--- config.mk ---
export PLATFORM = sky130hd
export DESIGN_NAME = single_button_strip_dimmer_core
export DESIGN_NICKNAME = d
export VERILOG_FILES = /design/src/rtl/core/sbsd_pkg.sv /design/src/rtl/core/single_button_strip_dimmer_core.sv
export SDC_FILE = /design/constraint.sdc
export NUM_CORES = 2
export LEC_CHECK = 0
export BUFFER_PORTS_ARGS = -buffer_cell sky130_fd_sc_hd__buf_2
export CAP_MARGIN = 10
export CORE_AREA = 2 2 236 296
export DETAILED_ROUTE_END_ITERATION = 16
export DIE_AREA = 0 0 238 298
export PLACE_DENSITY = 0.85
export SYNTH_ARGS = -nofsm -noshare
export SYNTH_HDL_FRONTEND = slang
export SYNTH_SLANG_ARGS = --single-unit
--- constraint.sdc ---
create_clock -name clk -period 7.5 [get_ports clk]
set_clock_uncertainty 0.1 [all_clocks]
set_input_delay 1.125 -clock clk [delete_from_list [all_inputs] [get_ports clk]]
set_output_delay 1.125 -clock clk [all_outputs]
set_load 0.05 [all_outputs]
--- src/rtl/core/sbsd_pkg.sv ---
`timescale 1ns / 1ps
// ----------------------------------------------------------------------------
// Single-button strip dimmer package
// Shared constants and register indexes for the dimmer core.
// ----------------------------------------------------------------------------
package sbsd_pkg;

  localparam int STRIPS = 2;
  localparam int SIDX_W = (STRIPS > 1) ? $clog2(STRIPS) : 1;

  localparam logic [7:0] HALF_LEVEL = 8'd128;
  localparam logic [7:0] START_LEVEL = 8'd150;
  localparam logic [31:0] ENTRY_GRACE_MS = 32'd100;

  // Configuration register indexes
  localparam logic [2:0] REG_DEBOUNCE = 3'd0;
  localparam logic [2:0] REG_SHORT = 3'd1;
  localparam logic [2:0] REG_LONG = 3'd2;
  localparam logic [2:0] REG_IDLE = 3'd3;
  localparam logic [2:0] REG_IND_PERIOD = 3'd4;
  localparam logic [2:0] REG_RAMP_TIME = 3'd5;
  localparam logic [2:0] REG_MIN_LEVEL = 3'd6;
  localparam logic [2:0] REG_MAX_LEVEL = 3'd7;

  // Press machine codes
  localparam logic [1:0] PS_IDLE = 2'd0;
  localparam logic [1:0] PS_PRESSED = 2'd1;
  localparam logic [1:0] PS_HELD = 2'd2;
  localparam logic [1:0] PS_RELEASED = 2'd3;

endpackage

--- src/rtl/core/single_button_strip_dimmer_core.sv ---
`timescale 1ns / 1ps
// ----------------------------------------------------------------------------
// Single-button strip dimmer core
// Debounces one button sample per tick, runs the press and control-mode
// logic, ramps the marked strip and sends one result per strip.
// ----------------------------------------------------------------------------
// Channel | Direction | Contents
// in_     | slave     | tdata[0] button_level
// out_    | master    | tdata strip fields, tlast on the final strip
// cfg_    | write     | we, 3-bit index, 16-bit data
//
// Each tick passes through control states (transfer, press machine, timeout and
// ramp setup), then, when a ramp runs, through the multiply and shift-subtract
// divider (one multiply, 24 divide steps, one level update), then sends one
// strip result per transfer. A zero ramp time skips the divide steps.
// The divider is the one multi-step arithmetic unit.
// Reset is synchronous, active low, and clears the control state and configuration to power-up values;
// the divider operands and quotient are not reset. Output stalls simply hold the block; no input is taken
// until all results of a tick have been transferred.
// ----------------------------------------------------------------------------
module single_button_strip_dimmer_core import sbsd_pkg::*; (
  input  logic        clk,
  input  logic        rst_n,
  input  logic        in_tvalid,
  output logic        in_tready,
  input  logic [7:0]  in_tdata,   // [0] button_level
  output logic        out_tvalid,
  input  logic        out_tready,
  output logic [15:0] out_tdata,  // [2:0] strip_index, [3] lit, [11:4] level,
                                  // [12] indicator_on, [14:13] indicator_color,
                                  // [15] in_control_mode
  output logic        out_tlast,
  input  logic        cfg_we,
  input  logic [2:0]  cfg_index,
  input  logic [15:0] cfg_data
);

  typedef enum logic [2:0] {
    ST_IDLE, ST_PRESS, ST_RAMP, ST_DIV, ST_FIN, ST_EMIT
  } state_t;

  state_t state_r;

  // Configuration registers
  logic [15:0] deb_r, short_r, long_r, idle_r, indp_r, rampt_r;
  logic [7:0]  minl_r, maxl_r;

  // Tick state
  logic [31:0] now_r, lchg_r, pstart_r, lact_r, mentry_r, rstart_r;
  logic        raw_prev_r, stable_r, ctrl_r, markv_r, ramp_r;
  logic [1:0]  ps_r;
  logic [SIDX_W-1:0] mark_r;
  logic [7:0]  rlevel_r;
  logic [STRIPS-1:0] on_r, marked_r, up_r;
  logic [7:0]  lvl_r [STRIPS];
  logic [1:0]  col_r [STRIPS];
  logic [31:0] indms_r [STRIPS];

  // Divider registers: quotient of mag * elapsed / rampt_r, formed in quo_r
  logic [23:0] quo_r;
  logic [15:0] rem_r;
  logic [4:0]  dcnt_r;
  logic [7:0]  endl_r;
  logic        endge_r, rampend_r;
  logic [SIDX_W-1:0] eidx_r;

  logic [31:0] t;
  assign t = now_r;

  // Combinational helpers
  logic [SIDX_W-1:0] next_mark;
  logic [SIDX_W-1:0] pick;
  logic [31:0] dur, el;
  logic [7:0]  mag8;
  logic [16:0] rem_sh;
  logic [7:0]  nl;
  logic        show;

  always_comb begin
    next_mark = (markv_r && (32'(mark_r) + 32'd1 < 32'(STRIPS))) ?
                SIDX_W'(32'(mark_r) + 32'd1) : '0;
    if (!markv_r) next_mark = '0;
    pick = '0;
    for (int i = STRIPS - 1; i >= 0; i--) begin
      if (on_r[i]) pick = SIDX_W'(i);
    end
    dur = t - pstart_r;
    el = t - rstart_r;
    if (el >= {16'd0, rampt_r}) el = {16'd0, rampt_r};
    rem_sh = {rem_r, quo_r[23]};
    nl = endge_r ? (rlevel_r + quo_r[7:0]) : (rlevel_r - quo_r[7:0]);
    mag8 = endge_r ? (endl_r - rlevel_r) : (rlevel_r - endl_r);
    show = marked_r[eidx_r] && ctrl_r && !ramp_r;
  end

  // Sequencer and all state
  always_ff @(posedge clk) begin
    if (!rst_n) begin
      state_r <= ST_IDLE;
      deb_r <= 16'd50; short_r <= 16'd200; long_r <= 16'd1000;
      idle_r <= 16'd3000; indp_r <= 16'd500; rampt_r <= 16'd5000;
      minl_r <= 8'd10; maxl_r <= 8'd255;
      now_r <= '0; lchg_r <= '0; pstart_r <= '0; lact_r <= '0;
      mentry_r <= '0; rstart_r <= '0;
      raw_prev_r <= 1'b1; stable_r <= 1'b1; ps_r <= PS_IDLE;
      ctrl_r <= 1'b0; markv_r <= 1'b0; mark_r <= '0; ramp_r <= 1'b0;
      rlevel_r <= '0; on_r <= '0; marked_r <= '0; up_r <= '0;
      for (int i = 0; i < STRIPS; i++) begin
        lvl_r[i] <= START_LEVEL; col_r[i] <= '0; indms_r[i] <= '0;
      end
      eidx_r <= '0; dcnt_r <= '0;
    end else begin
      if (cfg_we) begin
        case (cfg_index)
          REG_DEBOUNCE:   deb_r <= cfg_data;
          REG_SHORT:      short_r <= cfg_data;
          REG_LONG:       long_r <= cfg_data;
          REG_IDLE:       idle_r <= cfg_data;
          REG_IND_PERIOD: indp_r <= cfg_data;
          REG_RAMP_TIME:  rampt_r <= cfg_data;
          REG_MIN_LEVEL:  minl_r <= cfg_data[7:0];
          REG_MAX_LEVEL:  maxl_r <= cfg_data[7:0];
          default: ;
        endcase
      end
      case (state_r)
        ST_IDLE: begin
          // Debounce on transfer of the button sample.
          if (in_tvalid) begin
            raw_prev_r <= in_tdata[0];
            if (in_tdata[0] != raw_prev_r) begin
              lchg_r <= t;
              if (deb_r == 16'd0) stable_r <= in_tdata[0];
            end else if (t - lchg_r >= {16'd0, deb_r}) begin
              stable_r <= in_tdata[0];
            end
            state_r <= ST_PRESS;
          end
        end
        ST_PRESS: begin
          // Press machine, then the idle timeout check.
          case (ps_r)
            PS_IDLE: begin
              if (!stable_r) begin
                ps_r <= PS_PRESSED; pstart_r <= t; lact_r <= t;
              end
            end
            PS_PRESSED: begin
              if (!stable_r) begin
                if (dur >= {16'd0, long_r}) begin
                  ps_r <= PS_HELD;
                  if (!ctrl_r) begin
                    ctrl_r <= 1'b1; mentry_r <= t;
                    for (int i = 0; i < STRIPS; i++) col_r[i] <= '0;
                    marked_r <= STRIPS'(1) << pick; indms_r[pick] <= t;
                    if (!on_r[pick]) begin
                      on_r[pick] <= 1'b1; lvl_r[pick] <= HALF_LEVEL;
                    end
                    markv_r <= 1'b1; mark_r <= pick;
                  end
                end
              end else begin
                if (dur < {16'd0, long_r}) begin
                  if (dur < {16'd0, short_r}) begin
                    if (ctrl_r) begin
                      for (int i = 0; i < STRIPS; i++) col_r[i] <= '0;
                      marked_r <= STRIPS'(1) << next_mark;
                      indms_r[next_mark] <= t;
                      if (!on_r[next_mark]) begin
                        on_r[next_mark] <= 1'b1; lvl_r[next_mark] <= HALF_LEVEL;
                      end
                      markv_r <= 1'b1; mark_r <= next_mark;
                    end
                  end else if (!ctrl_r) begin
                    if (|on_r) begin
                      on_r <= '0; marked_r <= '0; markv_r <= 1'b0;
                    end else begin
                      on_r <= '1;
                      for (int i = 0; i < STRIPS; i++) lvl_r[i] <= HALF_LEVEL;
                    end
                  end
                end
                ps_r <= PS_IDLE; lact_r <= t;
              end
            end
            PS_HELD: begin
              if (stable_r) begin
                ps_r <= PS_RELEASED; lact_r <= t; ramp_r <= 1'b0;
              end else if (ctrl_r && markv_r && !ramp_r &&
                           (t - mentry_r > ENTRY_GRACE_MS)) begin
                up_r[mark_r] <= 1'b0; rstart_r <= t;
                rlevel_r <= lvl_r[mark_r]; ramp_r <= 1'b1;
              end
            end
            default: begin
              if (!stable_r) begin
                ps_r <= PS_HELD; pstart_r <= t; lact_r <= t;
                if (ctrl_r && markv_r) begin
                  up_r[mark_r] <= !up_r[mark_r]; rstart_r <= t;
                  rlevel_r <= lvl_r[mark_r]; ramp_r <= 1'b1;
                end
              end else begin
                ps_r <= PS_IDLE; ramp_r <= 1'b0;
              end
            end
          endcase
          state_r <= ST_RAMP;
        end
        ST_RAMP: begin
          // Idle timeout uses the updated activity time.
          if (ctrl_r && (t - lact_r >= {16'd0, idle_r})) begin
            ctrl_r <= 1'b0; mentry_r <= '0; ramp_r <= 1'b0;
            if (markv_r) begin
              marked_r[mark_r] <= 1'b0; col_r[mark_r] <= '0;
            end
            markv_r <= 1'b0;
            state_r <= ST_EMIT; eidx_r <= '0;
          end else if (ramp_r && markv_r) begin
            if (ps_r != PS_HELD) begin
              ramp_r <= 1'b0; state_r <= ST_EMIT; eidx_r <= '0;
            end else begin
              endl_r <= up_r[mark_r] ? maxl_r : minl_r;
              endge_r <= (up_r[mark_r] ? maxl_r : minl_r) >= rlevel_r;
              rampend_r <= (t - rstart_r) >= {16'd0, rampt_r};
              quo_r <= {8'd0, el[15:0]};
              rem_r <= '0; dcnt_r <= '0;
              state_r <= ST_DIV;
            end
          end else begin
            state_r <= ST_EMIT; eidx_r <= '0;
          end
        end
        ST_DIV: begin
          // First step forms mag*e, or mag alone at zero ramp time; later steps restore-divide by ramp time.
          if (dcnt_r == 5'd0) begin
            if (rampt_r == 16'd0) begin
              quo_r <= {16'd0, mag8}; state_r <= ST_FIN;
            end else begin
              quo_r <= 24'(mag8) * 24'(quo_r[15:0]);
              dcnt_r <= 5'd1;
            end
          end else begin
            if (rem_sh >= {1'b0, rampt_r}) begin
              rem_r <= 16'(rem_sh - {1'b0, rampt_r}); quo_r <= {quo_r[22:0], 1'b1};
            end else begin
              rem_r <= rem_sh[15:0]; quo_r <= {quo_r[22:0], 1'b0};
            end
            dcnt_r <= dcnt_r + 5'd1;
            if (dcnt_r == 5'd24) state_r <= ST_FIN;
          end
        end
        ST_FIN: begin
          if (up_r[mark_r] && nl >= maxl_r) begin
            lvl_r[mark_r] <= maxl_r; ramp_r <= 1'b0;
          end else if (!up_r[mark_r] && nl <= minl_r) begin
            lvl_r[mark_r] <= minl_r; ramp_r <= 1'b0;
          end else begin
            lvl_r[mark_r] <= nl;
            if (rampend_r) ramp_r <= 1'b0;
          end
          state_r <= ST_EMIT; eidx_r <= '0;
        end
        ST_EMIT: begin
          // Indicator step is applied on the transfer of each strip result.
          if (out_tready) begin
            if (show && (t - indms_r[eidx_r] >= {16'd0, indp_r})) begin
              col_r[eidx_r] <= (col_r[eidx_r] == 2'd2) ? 2'd0 : col_r[eidx_r] + 2'd1;
              indms_r[eidx_r] <= t;
            end
            if (32'(eidx_r) == 32'(STRIPS - 1)) begin
              now_r <= t + 32'd1; state_r <= ST_IDLE;
            end else begin
              eidx_r <= eidx_r + SIDX_W'(1);
            end
          end
        end
        default: state_r <= ST_IDLE;
      endcase
    end
  end

  // Result formatting
  logic [1:0] col_now;
  always_comb begin
    col_now = col_r[eidx_r];
    if (show && (t - indms_r[eidx_r] >= {16'd0, indp_r}))
      col_now = (col_r[eidx_r] == 2'd2) ? 2'd0 : col_r[eidx_r] + 2'd1;
  end

  assign in_tready = (state_r == ST_IDLE);
  assign out_tvalid = (state_r == ST_EMIT);
  assign out_tlast = (32'(eidx_r) == 32'(STRIPS - 1));
  assign out_tdata = {ctrl_r, show ? col_now : 2'd0, show, lvl_r[eidx_r],
                      on_r[eidx_r], 3'(eidx_r)};

  // Checks
  a_one_side: assert property (@(posedge clk) disable iff (!rst_n)
    !(in_tready && out_tvalid)) else $error("input and output both open");
  a_mark_ctrl: assert property (@(posedge clk) disable iff (!rst_n)
    markv_r |-> ctrl_r)
    else $error("strip marked outside control mode");
  a_tick: assert property (@(posedge clk) disable iff (!rst_n)
    (out_tvalid && out_tready && out_tlast) |=> (now_r == $past(now_r) + 32'd1))
    else $error("tick not advanced");

endmodule
==> run_results.csv <==
group,metric,value,unit
timing,fin_ws,0.0877,ns
timing,final-max-slew-violation-count,0,
global_route,grt.overflow.total,0,
clocking,htree_num_levels,2,
final_layout,fin_area,43000,sq um
clocking,cts-buffers-inserted,50,
detailed_routing,remaining_drc_errors,0,
floorplan,i_o_pin_count,51,
synthesis,synth_sequential_area_ratio,27.0,%
clocking,tritoncts_num_sinks,471,
global_route,grt_util_met1,37.4,%
power_and_ir_drop,p_clk_share,44.2,%
run,maxCapViolCount,0,
synthesis,synth_edf_count,134,
worst_setup_path,timing.critical_path.from_type,"flip-flop",
floorplan,die-height,298,um
power_and_ir_drop,swShare,26.3,%
synthesis,postSynthAreaPerCell,7.98,sq um
worst_setup_path,setup.worst_path.end_class,"output port",
detailed_routing,route.detailed.wl_per_inst,20.3,um
placed_design,hpwlAfterDp,86600,um
floorplan,num_rows,107,
clocking,cts.hold.buffers_added,0,
placed_design,place.detailed.instances,5764,
clocking,clock_insertion_delay_worst_skew,0.64,ns
worst_setup_path,worst_ep_arrival_time,6.19,ns
worst_setup_path,critPathMaxFanout,10,
final_layout,regArea,10800,sq um
timing,rsz0062_at_grt,"true",
detailed_routing,routed_wl,119000,um
placed_design,pre_cts_slack,-0.0454,ns
timing,slew_headroom,16.3,%
clocking,clock_tree.root_cell,"sky130_fd_sc_hd__clkbuf_16",
timing,setup_violations,0,
final_layout,flow.area_growth_from_synthesis,7.53,%
power_and_ir_drop,seq_power_share,46.6,%
synthesis,synth_top_area_share,16.9,%
power_and_ir_drop,leakage,18.6,nW
global_route,groute.layer.met2.usage,55.4,%
floorplan,die-area,70900,sq um
global_route,grt_start_max_net_pins,100,
global_route,first_global_vias,35700,
detailed_routing,drt_pass_1_iters,6,
power_and_ir_drop,maximum_vdd_ir_drop,0.168,mV
global_route,antenna_violations_before_repair,6,
detailed_routing,detailedRoute.firstIterationViolations,2832,
final_layout,count_of_fill_cells_added_during_filler_insertion,5644,
clocking,cts_tree,"yes",
floorplan,die_width,238,um
worst_hold_path,hold_path.class,"reg -> reg",
synthesis,synthFlopType,"sky130_fd_sc_hd__dfxtp_1",
synthesis,yosys_warnings,0,
final_layout,drive_above_1_share,7.05,%
global_route,grt_pass1_wl,186000,um
power_and_ir_drop,power_frac_comb,9.2,%
floorplan,core_area,68000,sq um
global_route,globalRoute.busiestLayer,"met2",
synthesis,netlist_area,40000,sq um
worst_setup_path,worstSetupPathType,"reg -> out",
status,run_status,"completed",
detailed_routing,vias,36600,
clocking,cts_buffer_depth,3,
timing,fmax,0.135,GHz
synthesis,synth_top_area_cell,"sky130_fd_sc_hd__dfxtp_1",
synthesis,synth_cells,5008,
synthesis,async_reset_ff_share,0,%
final_layout,final_cell_mix,"sky130_fd_sc_hd__nand2_1, sky130_fd_sc_hd__inv_1, sky130_fd_sc_hd__a21oi_1, sky130_fd_sc_hd__ha_1, sky130_fd_sc_hd__dfxtp_1",
placed_design,place_area,41000,sq um
timing,finalHoldViolCount,0,
power_and_ir_drop,power.switching,1.51,mW
final_layout,design.final.nets,5475,
power_and_ir_drop,cellInternalPower,4.23,mW
detailed_routing,route.detailed.vias_per_inst,6.23,
synthesis,largest_cells_by_area_after_synthesis,"sky130_fd_sc_hd__dfxtp_1, sky130_fd_sc_hd__ha_1, sky130_fd_sc_hd__edfxtp_1",
final_layout,layout.cells.most_common,"sky130_fd_sc_hd__nand2_1",
final_layout,multi_input_area,26600,sq um
power_and_ir_drop,power.density,134,nW/um^2
detailed_routing,final_antenna_net_count,0,
worst_setup_path,worstPathRequired,6.27,ns
timing,timing.final.crit_period,7.41,ns
global_route,global_routing_usage_on_met3,5.87,%
placed_design,port-buffer-count,41,
placed_design,globalplace.congestion,0.978,
timing,timing_worst_slew_pin_value,1.24,ns
timing,final_min_period_over_clock_period,98.8,%
floorplan,initial_core_util,58.8,%
final_layout,final_cells,5872,
synthesis,synth_seq_cells,471,
global_route,grt_util_overall,32.7,%
clocking,path_clk_slew,0.07,ns
synthesis,netlist-cell-type-count,102,
-- repair_timing --
item,CTS,global route
cloned,0,0
gates resized for setup,14,33
buffers inserted,1,9
pin swaps,6,27
setup endpoints to repair,5,7
-- area by class of cell --
class                           instances  share of cell area (%)
Timing Repair Buffer                  144                    2.34
Clock inverter                         20                   0.413
Tap cell                              872                    2.54
Sequential cell                       471                    25.1
Multi-Input combinational cell       3789                    61.8
Antenna cell                            5                  0.0291
Clock buffer                           72                    3.42
Inverter                              499                    4.38
-- path summary, 6_finish.rpt --
path,start,end,slack (ns),depth (start not counted)
max,flip-flop,out_tdata[14],0.09,24
min reg2reg,lact_r[3]$_SDFFE_PN0P_,lact_r[3]$_SDFFE_PN0P_,0.35,2
min,lact_r[3]$_SDFFE_PN0P_,lact_r[3]$_SDFFE_PN0P_,0.35,2
max reg2reg,endl_r[1]$_DFFE_PP_,quo_r[22]$_SDFFCE_PN0P_,0.23,26
-- logic make-up (layout without fill, tap and decap cells) --
logic type,Yosys count,count (layout),share of synthesized area (%)
adders and majority gates,488,488,17.0
muxes,156,156,4.00
AOI/OAI and AO/OA,1232,1232,20.1
DFF,471,471,27.0
other,1,7,0.00938
buffers and inverters,749,735,7.27
and+or+nand+nor,1737,1737,20.8
xor gates and xnor gates,174,174,3.81
-- critical path: stages (launching register included) --
cell	delay (ns)
sky130_fd_sc_hd__dfxtp_4	0.38
sky130_fd_sc_hd__buf_4	0.22
sky130_fd_sc_hd__mux2i_1	0.21
sky130_fd_sc_hd__ha_1	0.31
sky130_fd_sc_hd__a21o_1	0.25
sky130_fd_sc_hd__or3_1	0.37
sky130_fd_sc_hd__nor2_1	0.14
sky130_fd_sc_hd__nor2_1	0.08
sky130_fd_sc_hd__a21o_1	0.19
sky130_fd_sc_hd__a21oi_1	0.18
sky130_fd_sc_hd__xnor2_1	0.15
sky130_fd_sc_hd__ha_1	0.27
sky130_fd_sc_hd__and3_4	0.18
sky130_fd_sc_hd__a221oi_2	0.24
sky130_fd_sc_hd__nor2b_1	0.08
sky130_fd_sc_hd__a2111oi_2	0.20
sky130_fd_sc_hd__a21o_1	0.20
sky130_fd_sc_hd__o2111ai_1	0.13
sky130_fd_sc_hd__or4_4	0.45
sky130_fd_sc_hd__a2111oi_4	0.33
sky130_fd_sc_hd__and4_4	0.27
sky130_fd_sc_hd__and3_4	0.22
sky130_fd_sc_hd__nor2_2	0.05
sky130_fd_sc_hd__a211oi_2	0.25
sky130_fd_sc_hd__buf_6	0.22
-- metal layers --
layer  wire, um  part of all wire [%]  vias to the layer above
met5         16                 0.013                        -
met4       9130                   7.7                        4
met3       9490                   8.0                      451
met1      44800                    38                    17300
li1           -                     -                    17400
met2      55700                    47                     1439
-- power groups by stage --
stage               Clock (mW)  Sequential, mW  Combinational (mW)
floorplan                    0            2.72               0.357
global placement             0            2.73               0.484
detailed placement           0            2.73               0.495
CTS                       2.55            2.68               0.501
global route              2.64            2.68               0.573
finish                    2.54            2.68               0.528
-- registers in the layout, indices dropped and copies added, names as in the netlist, 3 cells and up, named ones only --
name	cells
indms_r	64
lact_r	32
lchg_r	32
mentry_r	32
now_r	32
pstart_r	32
rstart_r	32
quo_r	24
deb_r	16
idle_r	16
indp_r	16
long_r	16
lvl_r	16
rampt_r	16
rem_r	16
short_r	16
endl_r	8
maxl_r	8
minl_r	8
rlevel_r	8
dcnt_r	5
col_r	4
state_r	3
-- stage by stage --
stage          total power, mW  setup TNS [ns]  hold slack, ns  utilization [%]
2_1_floorplan             3.08           -1.11           0.334                -
3_3_place_gp              3.21               0           0.341             60.3
3_5_place_dp              3.23         -0.0737           0.347             60.3
4_1_cts                   5.72        -0.00877           0.354             62.8
5_1_grt                   5.89          -0.300           0.370             63.2
6_report                  5.74               0           0.353             63.2
-- cells in the mapped netlist, types with 15 or more instances --
master and count:
sky130_fd_sc_hd__o31ai_1 25, sky130_fd_sc_hd__clkbuf_1 202, sky130_fd_sc_hd__o21ai_0 176, sky130_fd_sc_hd__a21oi_1 447
sky130_fd_sc_hd__a31oi_1 34, sky130_fd_sc_hd__nor2b_1 69, sky130_fd_sc_hd__or3_1 34, sky130_fd_sc_hd__a211oi_1 51
sky130_fd_sc_hd__nand3_1 118, sky130_fd_sc_hd__and3_1 46, sky130_fd_sc_hd__mux2i_1 128, sky130_fd_sc_hd__dfxtp_1 337
sky130_fd_sc_hd__o22ai_1 17, sky130_fd_sc_hd__xnor2_1 105, sky130_fd_sc_hd__inv_1 498, sky130_fd_sc_hd__mux2_2 27
sky130_fd_sc_hd__o21bai_1 25, sky130_fd_sc_hd__and2_1 146, sky130_fd_sc_hd__nor3_1 72, sky130_fd_sc_hd__ha_1 394
sky130_fd_sc_hd__a21o_1 124, sky130_fd_sc_hd__nand4_1 83, sky130_fd_sc_hd__nor4_1 34, sky130_fd_sc_hd__nand2b_1 63
sky130_fd_sc_hd__nand2_1 719, sky130_fd_sc_hd__a211o_1 19, sky130_fd_sc_hd__or2_2 15, sky130_fd_sc_hd__fa_1 94
sky130_fd_sc_hd__nor2_1 269, sky130_fd_sc_hd__xor2_1 69, sky130_fd_sc_hd__o211ai_1 79, sky130_fd_sc_hd__edfxtp_1 134
sky130_fd_sc_hd__o21a_1 44
Power figures use the tool's default switching activity.
